===== config.mk =====
export PLATFORM = sky130hd
export DESIGN_NAME = arp_address_cache
export DESIGN_NICKNAME = d
export VERILOG_FILES = /design/src/rtl/core/arpc_pkg.sv /design/src/rtl/core/arpc_cell.sv /design/src/rtl/core/arp_address_cache.sv
export SDC_FILE = /design/constraint.sdc
export NUM_CORES = 2
export LEC_CHECK = 0
export ABC_AREA = 1
export BUFFER_PORTS_ARGS = -buffer_cell sky130_fd_sc_hd__buf_2
export CAP_MARGIN = 20
export CELL_PAD_IN_SITES_DETAIL_PLACEMENT = 0
export CELL_PAD_IN_SITES_GLOBAL_PLACEMENT = 1
export CORE_MARGIN = 2
export CORE_UTILIZATION = 25
export CTS_CLUSTER_SIZE = 8
export DETAILED_ROUTE_END_ITERATION = 12
export MAX_ROUTING_LAYER = met4
export PLACE_DENSITY = 0.46
export REMOVE_ABC_BUFFERS = 1
export SETUP_SLACK_MARGIN = 0.02
export SLEW_MARGIN = 10
export SYNTH_ARGS = -nofsm -noshare
export SYNTH_HDL_FRONTEND = slang
export SYNTH_SLANG_ARGS = --single-unit

===== constraint.sdc =====
create_clock -name clk -period 6.7 [get_ports clk]
set_input_delay 0.67 -clock clk [delete_from_list [all_inputs] [get_ports clk]]
set_output_delay 0.67 -clock clk [all_outputs]
set_load 0.005 [all_outputs]

===== src/rtl/core/arpc_pkg.sv =====
// Shared types and codes for the ARP address cache.
// Used by arpc_cell and the arp_address_cache top level.
`default_nettype none

package arpc_pkg;

  localparam int FUNC_W   = 2;
  localparam int IPV4_W   = 32;
  localparam int MAC_W    = 48;
  localparam int STATUS_W = 2;

  // Operation codes
  localparam logic [FUNC_W-1:0] FUNC_PUT        = 2'd0;
  localparam logic [FUNC_W-1:0] FUNC_LOOKUP     = 2'd1;
  localparam logic [FUNC_W-1:0] FUNC_INVALIDATE = 2'd2;

  // Result status codes
  localparam logic [STATUS_W-1:0] ST_OK        = 2'd0;
  localparam logic [STATUS_W-1:0] ST_FULL      = 2'd1;
  localparam logic [STATUS_W-1:0] ST_NOT_FOUND = 2'd2;

  // Request token that walks down the row of cells
  typedef struct packed {
    logic [FUNC_W-1:0] func;
    logic [IPV4_W-1:0] key;
    logic [MAC_W-1:0]  mac;
    logic              hit;
    logic              free_seen;
    logic [MAC_W-1:0]  found_mac;
  } tok_t;

  // Allocation write broadcast to all cells at the end of a put
  typedef struct packed {
    logic              en;
    logic [IPV4_W-1:0] key;
    logic [MAC_W-1:0]  mac;
  } alloc_t;

endpackage

`default_nettype wire


===== src/rtl/core/arpc_cell.sv =====
// One table entry of the ARP address cache with its token stage.
// Depends on arpc_pkg for the token and allocation types.
`default_nettype none

module arpc_cell import arpc_pkg::*; #(
  parameter int IDX_W      = 4,
  parameter int CELL_INDEX = 0
) (
  input  wire logic             clk,
  input  wire logic             rst,
  input  wire logic             in_valid,
  input  wire tok_t             in_tok,
  input  wire logic [IDX_W-1:0] in_free_idx,
  input  wire alloc_t           alloc,
  input  wire logic [IDX_W-1:0] alloc_idx,
  output logic                  out_valid,
  output tok_t                  out_tok,
  output logic [IDX_W-1:0]      out_free_idx
);

  logic              entry_valid;
  logic [IPV4_W-1:0] entry_ipv4;
  logic [MAC_W-1:0]  entry_mac;

  logic              match;
  logic              take_free;
  logic              alloc_here;
  tok_t              tok_next;
  logic [IDX_W-1:0]  free_idx_next;

  // Compare the passing key against this entry; first match wins
  assign match      = in_valid && !in_tok.hit && entry_valid && (entry_ipv4 == in_tok.key);
  assign take_free  = in_valid && !entry_valid && !in_tok.free_seen;
  assign alloc_here = alloc.en && (alloc_idx == IDX_W'(CELL_INDEX));

  // Update the token for the next cell
  always_comb begin
    tok_next = in_tok;
    if (match) begin
      tok_next.hit = 1'b1;
      if (in_tok.func == FUNC_LOOKUP) begin
        tok_next.found_mac = entry_mac;
      end
    end
    if (take_free) begin
      tok_next.free_seen = 1'b1;
    end
    free_idx_next = take_free ? IDX_W'(CELL_INDEX) : in_free_idx;
  end

  // Control state: valid mark and token stage valid
  always_ff @(posedge clk) begin
    if (rst) begin
      entry_valid <= 1'b0;
      out_valid   <= 1'b0;
    end else begin
      out_valid <= in_valid;
      if (alloc_here) begin
        entry_valid <= 1'b1;
      end else if (match && in_tok.func == FUNC_INVALIDATE) begin
        entry_valid <= 1'b0;
      end
    end
  end

  // Payload: entry contents and token stage
  always_ff @(posedge clk) begin
    out_tok      <= tok_next;
    out_free_idx <= free_idx_next;
    if (alloc_here) begin
      entry_ipv4 <= alloc.key;
      entry_mac  <= alloc.mac;
    end else if (match && in_tok.func == FUNC_PUT) begin
      entry_mac <= in_tok.mac;
    end
  end

endmodule

`default_nettype wire


===== src/rtl/core/arp_address_cache.sv =====
// ARP address cache: maps IPv4 addresses to MAC addresses in a fixed table.
//
// Input channel (in_valid / in_stall): one word carries func, ipv4_addr and
// mac_addr. func selects put, lookup or invalidate. Output channel
// (out_valid / out_stall): one word per input word carries status and
// mac_found.
// Each accepted word walks down a row of TABLE_ENTRIES cells, one cell per
// cycle; each cell holds one entry and compares it to the passing key. A put
// that found no match is written into the lowest free entry at the end of
// the row. The result passes from the last cell into the hold register and
// then into the output register. One word is in the row at a time: a new
// word is not accepted while the previous one is still in flight.
// A finished result parks in a hold register while the output word waits,
// so the next input word is taken once the previous one reaches the output.
// While out_valid and out_stall are both high, the output word and the hold
// register keep their contents, and in_stall stays high while a result is held.
// Reset (rst, synchronous) clears every entry's valid mark and all handshake
// state; the table is usable the cycle after reset drops.
`default_nettype none

module arp_address_cache import arpc_pkg::*; #(
  parameter int TABLE_ENTRIES = 16
) (
  input  wire logic                clk,
  input  wire logic                rst,
  input  wire logic                in_valid,
  output logic                     in_stall,
  input  wire logic [FUNC_W-1:0]   func,
  input  wire logic [IPV4_W-1:0]   ipv4_addr,
  input  wire logic [MAC_W-1:0]    mac_addr,
  output logic                     out_valid,
  input  wire logic                out_stall,
  output logic [STATUS_W-1:0]      status,
  output logic [MAC_W-1:0]         mac_found
);

  localparam int IDX_W = (TABLE_ENTRIES > 1) ? $clog2(TABLE_ENTRIES) : 1;

  logic [TABLE_ENTRIES:0] tok_valid;
  tok_t                   tok      [0:TABLE_ENTRIES];
  logic [IDX_W-1:0]       free_idx [0:TABLE_ENTRIES];

  alloc_t                 alloc;
  logic [IDX_W-1:0]       alloc_idx;

  logic                   busy;
  logic                   accept;
  logic                   hold_valid;
  logic [STATUS_W-1:0]    hold_status;
  logic [MAC_W-1:0]       hold_mac;
  logic                   hold_move;
  logic [STATUS_W-1:0]    res_status;
  tok_t                   last;

  assign in_stall = busy;
  assign accept   = in_valid && !in_stall;

  // Launch a fresh token into the first cell
  assign tok_valid[0]     = accept;
  assign tok[0].func      = func;
  assign tok[0].key       = ipv4_addr;
  assign tok[0].mac       = mac_addr;
  assign tok[0].hit       = 1'b0;
  assign tok[0].free_seen = 1'b0;
  assign tok[0].found_mac = '0;
  assign free_idx[0]      = '0;

  // Row of entry cells
  for (genvar i = 0; i < TABLE_ENTRIES; i++) begin : g_cell
    arpc_cell #(
      .IDX_W      (IDX_W),
      .CELL_INDEX (i)
    ) u_cell (
      .clk          (clk),
      .rst          (rst),
      .in_valid     (tok_valid[i]),
      .in_tok       (tok[i]),
      .in_free_idx  (free_idx[i]),
      .alloc        (alloc),
      .alloc_idx    (alloc_idx),
      .out_valid    (tok_valid[i+1]),
      .out_tok      (tok[i+1]),
      .out_free_idx (free_idx[i+1])
    );
  end

  assign last = tok[TABLE_ENTRIES];

  // Allocate the lowest free entry for a put that matched nothing
  assign alloc.en  = tok_valid[TABLE_ENTRIES] && (last.func == FUNC_PUT) &&
                     !last.hit && last.free_seen;
  assign alloc.key = last.key;
  assign alloc.mac = last.mac;
  assign alloc_idx = free_idx[TABLE_ENTRIES];

  // Work out the status of the finished token
  always_comb begin
    unique case (last.func)
      FUNC_PUT:        res_status = (last.hit || last.free_seen) ? ST_OK : ST_FULL;
      FUNC_LOOKUP:     res_status = last.hit ? ST_OK : ST_NOT_FOUND;
      FUNC_INVALIDATE: res_status = last.hit ? ST_OK : ST_NOT_FOUND;
      default:         res_status = ST_OK;
    endcase
  end

  assign hold_move = hold_valid && (!out_valid || !out_stall);

  // Handshake control: busy, hold and output valid
  always_ff @(posedge clk) begin
    if (rst) begin
      busy       <= 1'b0;
      hold_valid <= 1'b0;
      out_valid  <= 1'b0;
    end else begin
      if (accept) begin
        busy <= 1'b1;
      end else if (hold_move) begin
        busy <= 1'b0;
      end
      if (tok_valid[TABLE_ENTRIES]) begin
        hold_valid <= 1'b1;
      end else if (hold_move) begin
        hold_valid <= 1'b0;
      end
      if (hold_move) begin
        out_valid <= 1'b1;
      end else if (out_valid && !out_stall) begin
        out_valid <= 1'b0;
      end
    end
  end

  // Result payload: hold, then advance to the output word
  always_ff @(posedge clk) begin
    if (tok_valid[TABLE_ENTRIES]) begin
      hold_status <= res_status;
      hold_mac    <= last.found_mac;
    end
    if (hold_move) begin
      status    <= hold_status;
      mac_found <= hold_mac;
    end
  end

  // At most one token travels the row
  a_one_token: assert property (@(posedge clk) disable iff (rst)
    $onehot0(tok_valid))
    else $error("more than one token in the cell row");

  // An idle block has nothing in flight
  a_idle_empty: assert property (@(posedge clk) disable iff (rst)
    !busy |-> (tok_valid[TABLE_ENTRIES:1] == '0) && !hold_valid)
    else $error("token or held result while not busy");

  // Accepting a word marks the block busy
  a_accept_busy: assert property (@(posedge clk) disable iff (rst)
    accept |=> busy && tok_valid[1])
    else $error("accepted word not launched");

  // A held result is not lost while the output is stalled
  a_hold_kept: assert property (@(posedge clk) disable iff (rst)
    hold_valid && out_valid && out_stall |=> hold_valid && $stable(hold_status))
    else $error("held result dropped under stall");

endmodule

`default_nettype wire


== Yosys cells after proc, flatten, opt, wreduce, memory -nomap -nowiden ==
Cells that the tools add are included.

* Equality and inequality tests: 65
* Mux-type cells: 105
* Reductions and logical operators: 239

{| class="wikitable"
|+ Operators with widths
! operator !! number
|-
| $mux 48 || 62
|-
| $eq 32x32->1 || 16
|-
| $logic_and 1x1->1 || 132
|-
| $reduce_bool 2->1 || 35
|-
| $logic_not 1->1 || 50
|-
| $mux 1 || 41
|-
| $eq 2x1->1 const B || 17
|-
| $eq 2x2->1 const B || 17
|-
| $logic_not 2->1 || 17
|-
| $eq 4x4->1 const B || 8
|-
| $eq 4x3->1 const B || 4
|-
| $eq 4x2->1 const B || 2
|-
| $eq 4x1->1 const B || 1
|-
| $logic_not 4->1 || 1
|-
| $pmux 2 s2 || 1
|-
| $logic_or 1x1->1 || 2
|-
| $mux 2 || 1
|-
| $reduce_and 2->1 || 1
|-
| $reduce_or 2->1 || 1
|}

* Register bits after elaboration: 3,587

== Longest topological paths before layout ==
* Word-level depth: 7
* Mapped depth: 14
* Mapped depth without buffers: 12

== Modules after synthesis ==
Synthesis repeated with hierarchy kept, for this count alone.

* Cell total of the unflattened synthesis: 12,422
* Area total of the unflattened synthesis: 128,284.3 um^2

{| class="wikitable"
|+ By module, submodules not included
! module !! times used !! cells each !! area each (um^2)
|-
| arpc_cell (g_cell[10].u_cell ...) || 4 || 770 || 7,861.3
|-
| arpc_cell (g_cell[1].u_cell ...) || 4 || 769 || 7,806.2
|-
| arpc_cell (g_cell[0].u_cell ...) || 3 || 768 || 7,797.5
|-
| arpc_cell (g_cell[13].u_cell ...) || 2 || 767 || 7,793.7
|-
| arpc_cell (g_cell[15].u_cell) || 1 || 767 || 7,856.3
|-
| arpc_cell (g_cell[3].u_cell) || 1 || 768 || 7,800.0
|-
| arpc_cell (g_cell[12].u_cell) || 1 || 766 || 7,792.5
|-
| arp_address_cache || 1 || 127 || 3,185.6
|}

== Worst setup path before layout ==
Ideal clock, no wire load.

* Path type: reg-to-reg
* Start: register g_cell[15].u_cell.out_valid
* End: register g_cell[12].u_cell.entry_mac[0] (enable)
* Library setup time: 520 ps
* Arrival time: 5,525 ps
* Data required time: 6,180 ps
* Slack: 655 ps
* Cell stages (with the launch flop): 10
* Path buffers: 1
* Clock period less this slack: 6,045 ps
* Path through: dfxtp_1 nand2_1 nor3_2 inv_2 nor3_2 inv_1 nor2_1 inv_2 clkbuf_1 o21ai_0

* Word-level cells in the longest chain between the ends: 5

{| class="wikitable"
|+ RTL lines
! what !! line !! source
|-
| start: declaration || arpc_cell.sv:16 || <nowiki>output logic out_valid,</nowiki>
|-
| start signal: assignment || arpc_cell.sv:57 || <nowiki>out_valid <= in_valid;</nowiki>
|-
| $logic_and 1x1->1 (2 in a row) || arp_address_cache.sv:90 || <nowiki>assign alloc.en = tok_valid[TABLE_ENTRIES] && (last.func == FUNC_PUT) &&</nowiki>
|-
| $logic_and 1x1->1 || arp_address_cache.sv:91 || <nowiki>!last.hit && last.free_seen;</nowiki>
|-
| $logic_and 1x1->1 || arpc_cell.sv:34 || <nowiki>assign alloc_here = alloc.en && (alloc_idx == IDX_W'(CELL_INDEX));</nowiki>
|-
| net g_cell[12].u_cell.alloc_here || arpc_cell.sv:27 || <nowiki>logic alloc_here;</nowiki>
|-
| $reduce_bool 2->1 (no source line) || -- ||
|-
| end signal: assignment || arpc_cell.sv:72 || <nowiki>entry_mac <= alloc.mac;</nowiki>
|-
| end signal: assignment || arpc_cell.sv:74 || <nowiki>entry_mac <= in_tok.mac;</nowiki>
|-
| end: declaration || arpc_cell.sv:23 || <nowiki>logic [MAC_W-1:0] entry_mac;</nowiki>
|}

The timed path passes the listed nets, and every way through them passes these cells.
A chain may end at the register's enable or synchronous reset.

== Worst setup path after layout ==
* Start: register g_cell[15].u_cell.out_tok[130] (netlist bit)
* End: register g_cell[0].u_cell.entry_mac[4] (enable)

* Word-level cells in the longest chain between the ends: 6

{| class="wikitable"
|+ RTL lines
! what !! line !! source
|-
| start: declaration || arpc_cell.sv:17 || <nowiki>output tok_t out_tok,</nowiki>
|-
| start signal: assignment || arpc_cell.sv:68 || <nowiki>out_tok <= tok_next;</nowiki>
|-
| $logic_not 2->1 || arp_address_cache.sv:90 ||
|-
| $logic_and 1x1->1 (2 in a row) || arp_address_cache.sv:90 ||
|-
| $logic_and 1x1->1 || arp_address_cache.sv:91 ||
|-
| $logic_and 1x1->1 || arpc_cell.sv:34 ||
|-
| net g_cell[0].u_cell.alloc_here || arpc_cell.sv:27 ||
|-
| $reduce_bool 2->1 (no source line) || -- ||
|-
| end signal: assignment || arpc_cell.sv:72 ||
|-
| end signal: assignment || arpc_cell.sv:74 ||
|-
| end: declaration || arpc_cell.sv:23 ||
|}

The timed path passes the listed nets, and every way through them passes these cells.

==> results.ini <==
[outcome]
outcome = finished clean

[worst_setup_path]
crit_chain = inv_1 > ha_1 > inv_1 > nor3_2 > inv_2 > nor3_2 > inv_1 > nor2_4 > buf_4 > clkinv_2 > nand2_2 > buf_4
crit_path_max_incr_delay_ps = 550
worstPathArrival_ps = 4510
r2r_slack_ps = 2800
critical_path.most_common_cell = inv_1
cp.required_ps = 7300
startpoint_type = flop
path_class = flop to flop
cp-end-kind = flop
critPathMaxFanout = 48
crit_slowest_cell = buf_4

[grt]
grt.total_usage = 0.1229
grt_pass1_vias = 74018
grt_antenna_before_repair = 16
grt_overflow_total = 0
grt_pass1_wl_um = 473400
grt_max_degree = 98

[route]
drc = 0
wl_per_cell_um = 16.08
drt-initial-drc-count = 4695
wl_um = 310100
avgViaCountPerCell = 3.920
drtAntennaViolNets = 0
via_count = 75592
dr.pass1.iters = 6

[sta]
rsz0062_at_grt = no
period_needed_ps = 3902
hold_viol_final = 0
layout_setup_ws_ps = 2798
slew_headroom = 0.2692
fmaxAchievable_ghz = 0.2563
setup_viol = 0
worst_pin_slew_ps = 1096
worst_hold_slack_ps = 333.6
fin_crit_sh = 0.5824
clock_skew_ps = 34.23
maxSlewViolCount = 0
tns_ps = 0

[synth]
yosysMostFrequentCell = nand2_1
syn_area_um2 = 126000
ys_ff_latch = 3576
synthTopCellsByArea = dfxtp_1 (35%), edfxtp_1 (33%), nand2_1 (9.5%)
synth_edf_count = 1380
synth_top_flop_cell = dfxtp_1
synth.distinct_cells = 38
yosys_warnings = 0
async_flop_share = 0
synthCells = 11815
synth_area_per_cell_um2 = 10.66
synth_common_cells = nand2_1 (3,188), dfxtp_1 (2,196), edfxtp_1 (1,380)
synth_top_cell_by_area = dfxtp_1
synth_top_area_frac = 0.3490
ys_seq_area_frac = 0.6779

[finish]
nFillCells = 51129
fin_nets = 12276
drive_gt1_frac = 0.1361
stdcell_count = 19285
areaGrowthSynthToFinish_pct = 19.22

[placed_design]
dp_hpwl_um = 228400
port_buffers = 137
dp.cells = 18257
place.gp.congestion = 0.8610
dpl_worst_slack_ps = 2598

[power]
total_power_mw = 48.80
ir_drop_v = 0.0002500
p_sw_frac = 0.2139
p_int_mw = 38.36
pwr-share-clk = 0.496
power_frac_seq = 0.479
combPwrFrac = 0.025
p_per_area_nw_per_um2 = 324.9
netSwitchingPower_mw = 10.44
p_leak_nw = 61.91

[clock_network]
cts_tree = built
hold_buffers = 84
clk_latency_ps = 1000
clkTransAtPathRegs_ps = 50
cts.sinks = 3576
cts-root-buf = clkbuf_16
cts_max_path_buffers = 4
htreeDepth = 6
postCtsSetupRepairBufs = 0
cts_resized = 0
cts_made_buffers = 519

[floorplanning]
rows = 260
floorplan.initialDensity = 0.2511
boundaryPins = 138
die_h_um = 713.9
die_area_um2 = 509600
fp.dieW_um = 713.9
coreArea_um2 = 501600

[worst_hold_path]
hold_path_class = primary input to flop

[run]
cap_violations = 0

per-layer routing:
metal	share of wire	wire length (µm)	vias to the layer above	global-route usage
li1	-	-	39300	-
met1	0.54	167100	34219	0.1843
met2	0.39	121600	1500	0.1680
met3	0.042	13040	573	0.01976
met4	0.027	8379	0	0.03535
met5	0	0	-	-
critical path: cells and delay by family, from the launching register on:
kind | cells | cell delay [ps]
buf+inv | 7 | 2030
fa+ha+maj | 1 | 150
flops | 1 | 310
simple gates | 4 | 860
state kept, by name, indices dropped and copies added (netlist names), 16 cells and up:
name                        flops
g_cell.u_cell.entry_ipv4      512
g_cell.u_cell.out_valid        16
g_cell.u_cell.entry_mac       768
hold_mac                       48
g_cell.u_cell.entry_valid      16
mac_found                      48
g_cell.u_cell.out_free_idx     49
g_cell.u_cell.out_tok        2112
final timing paths:
path                                               start                                       to  cells past startpoint
setup / recovery  g_cell[15].u_cell.out_tok[130]$_DFF_P_  g_cell[0].u_cell.entry_mac[4]$_DFFE_PP_                     12
hold reg to reg    g_cell[10].u_cell.out_tok[82]$_DFF_P_    g_cell[11].u_cell.out_tok[82]$_DFF_P_                      0
setup reg to reg  g_cell[15].u_cell.out_tok[130]$_DFF_P_  g_cell[0].u_cell.entry_mac[4]$_DFFE_PP_                     12
hold / removal                              mac_addr[38]     g_cell[0].u_cell.out_tok[88]$_DFF_P_                      2
cells by family after synthesis:
| logic type | count (synthesis) | share of synthesized area |
|---|---|---|
| and+or+nand+nor | 4629 | 0.1496 |
| DFF | 3576 | 0.6779 |
| buffers and inverters | 1653 | 0.05332 |
| AOI/OAI and AO/OA | 1050 | 0.04174 |
| muxes | 720 | 0.06436 |
| xor gates and xnor gates | 185 | 0.01286 |
| adders and majority gates | 2 | 0.0001986 |
layout make-up:
class	instances	area (µm²)	area share
well taps	6681	8359	0.05566
multi-input cells	6586	34300	0.2284
clock inverters	35	377.9	0.002516
inverters	1161	4359	0.02902
clock buffers	881	14750	0.09820
diodes	21	52.55	0.0003499
flip-flops and latches	3576	85400	0.5686
repair buffers	344	2597	0.01729
power groups by stage:
stage | Clock, mW | Sequential (mW) | Combinational [mW]
floorplan | 0 | 23.7 | 0.731
global placement | 0 | 23.8 | 1.15
detailed placement | 0 | 23.8 | 1.17
CTS | 25.1 | 23.4 | 1.22
global route | 26.1 | 23.4 | 1.36
finish | 24.2 | 23.4 | 1.21
layout by cell type (no fill, tap or decap), drive strengths merged, types with 40 or more instances in the layout:
master,n
nand2,3188
clkbuf,881
edfxtp,1380
dlygate4sd3,84
xor2,40
or2,57
o21ai,1025
nand4,68
buf,260
dfxtp,2196
nand3,647
nor3,54
mux2,720
nor2,551
inv,1183
xnor2,145
stage by stage:
| stage | cell area, µm² | util |
|---|---|---|
| 3_5_place_dp | 134000 | 0.2672 |
| 2_1_floorplan | 123600 | - |
| 3_3_place_gp | 133900 | 0.2670 |
| 5_1_grt | 150200 | 0.2993 |
| 4_1_cts | 150000 | 0.2991 |
| 6_report | 150200 | 0.2994 |
No activity file was read; power rests on OpenSTA's default activity.
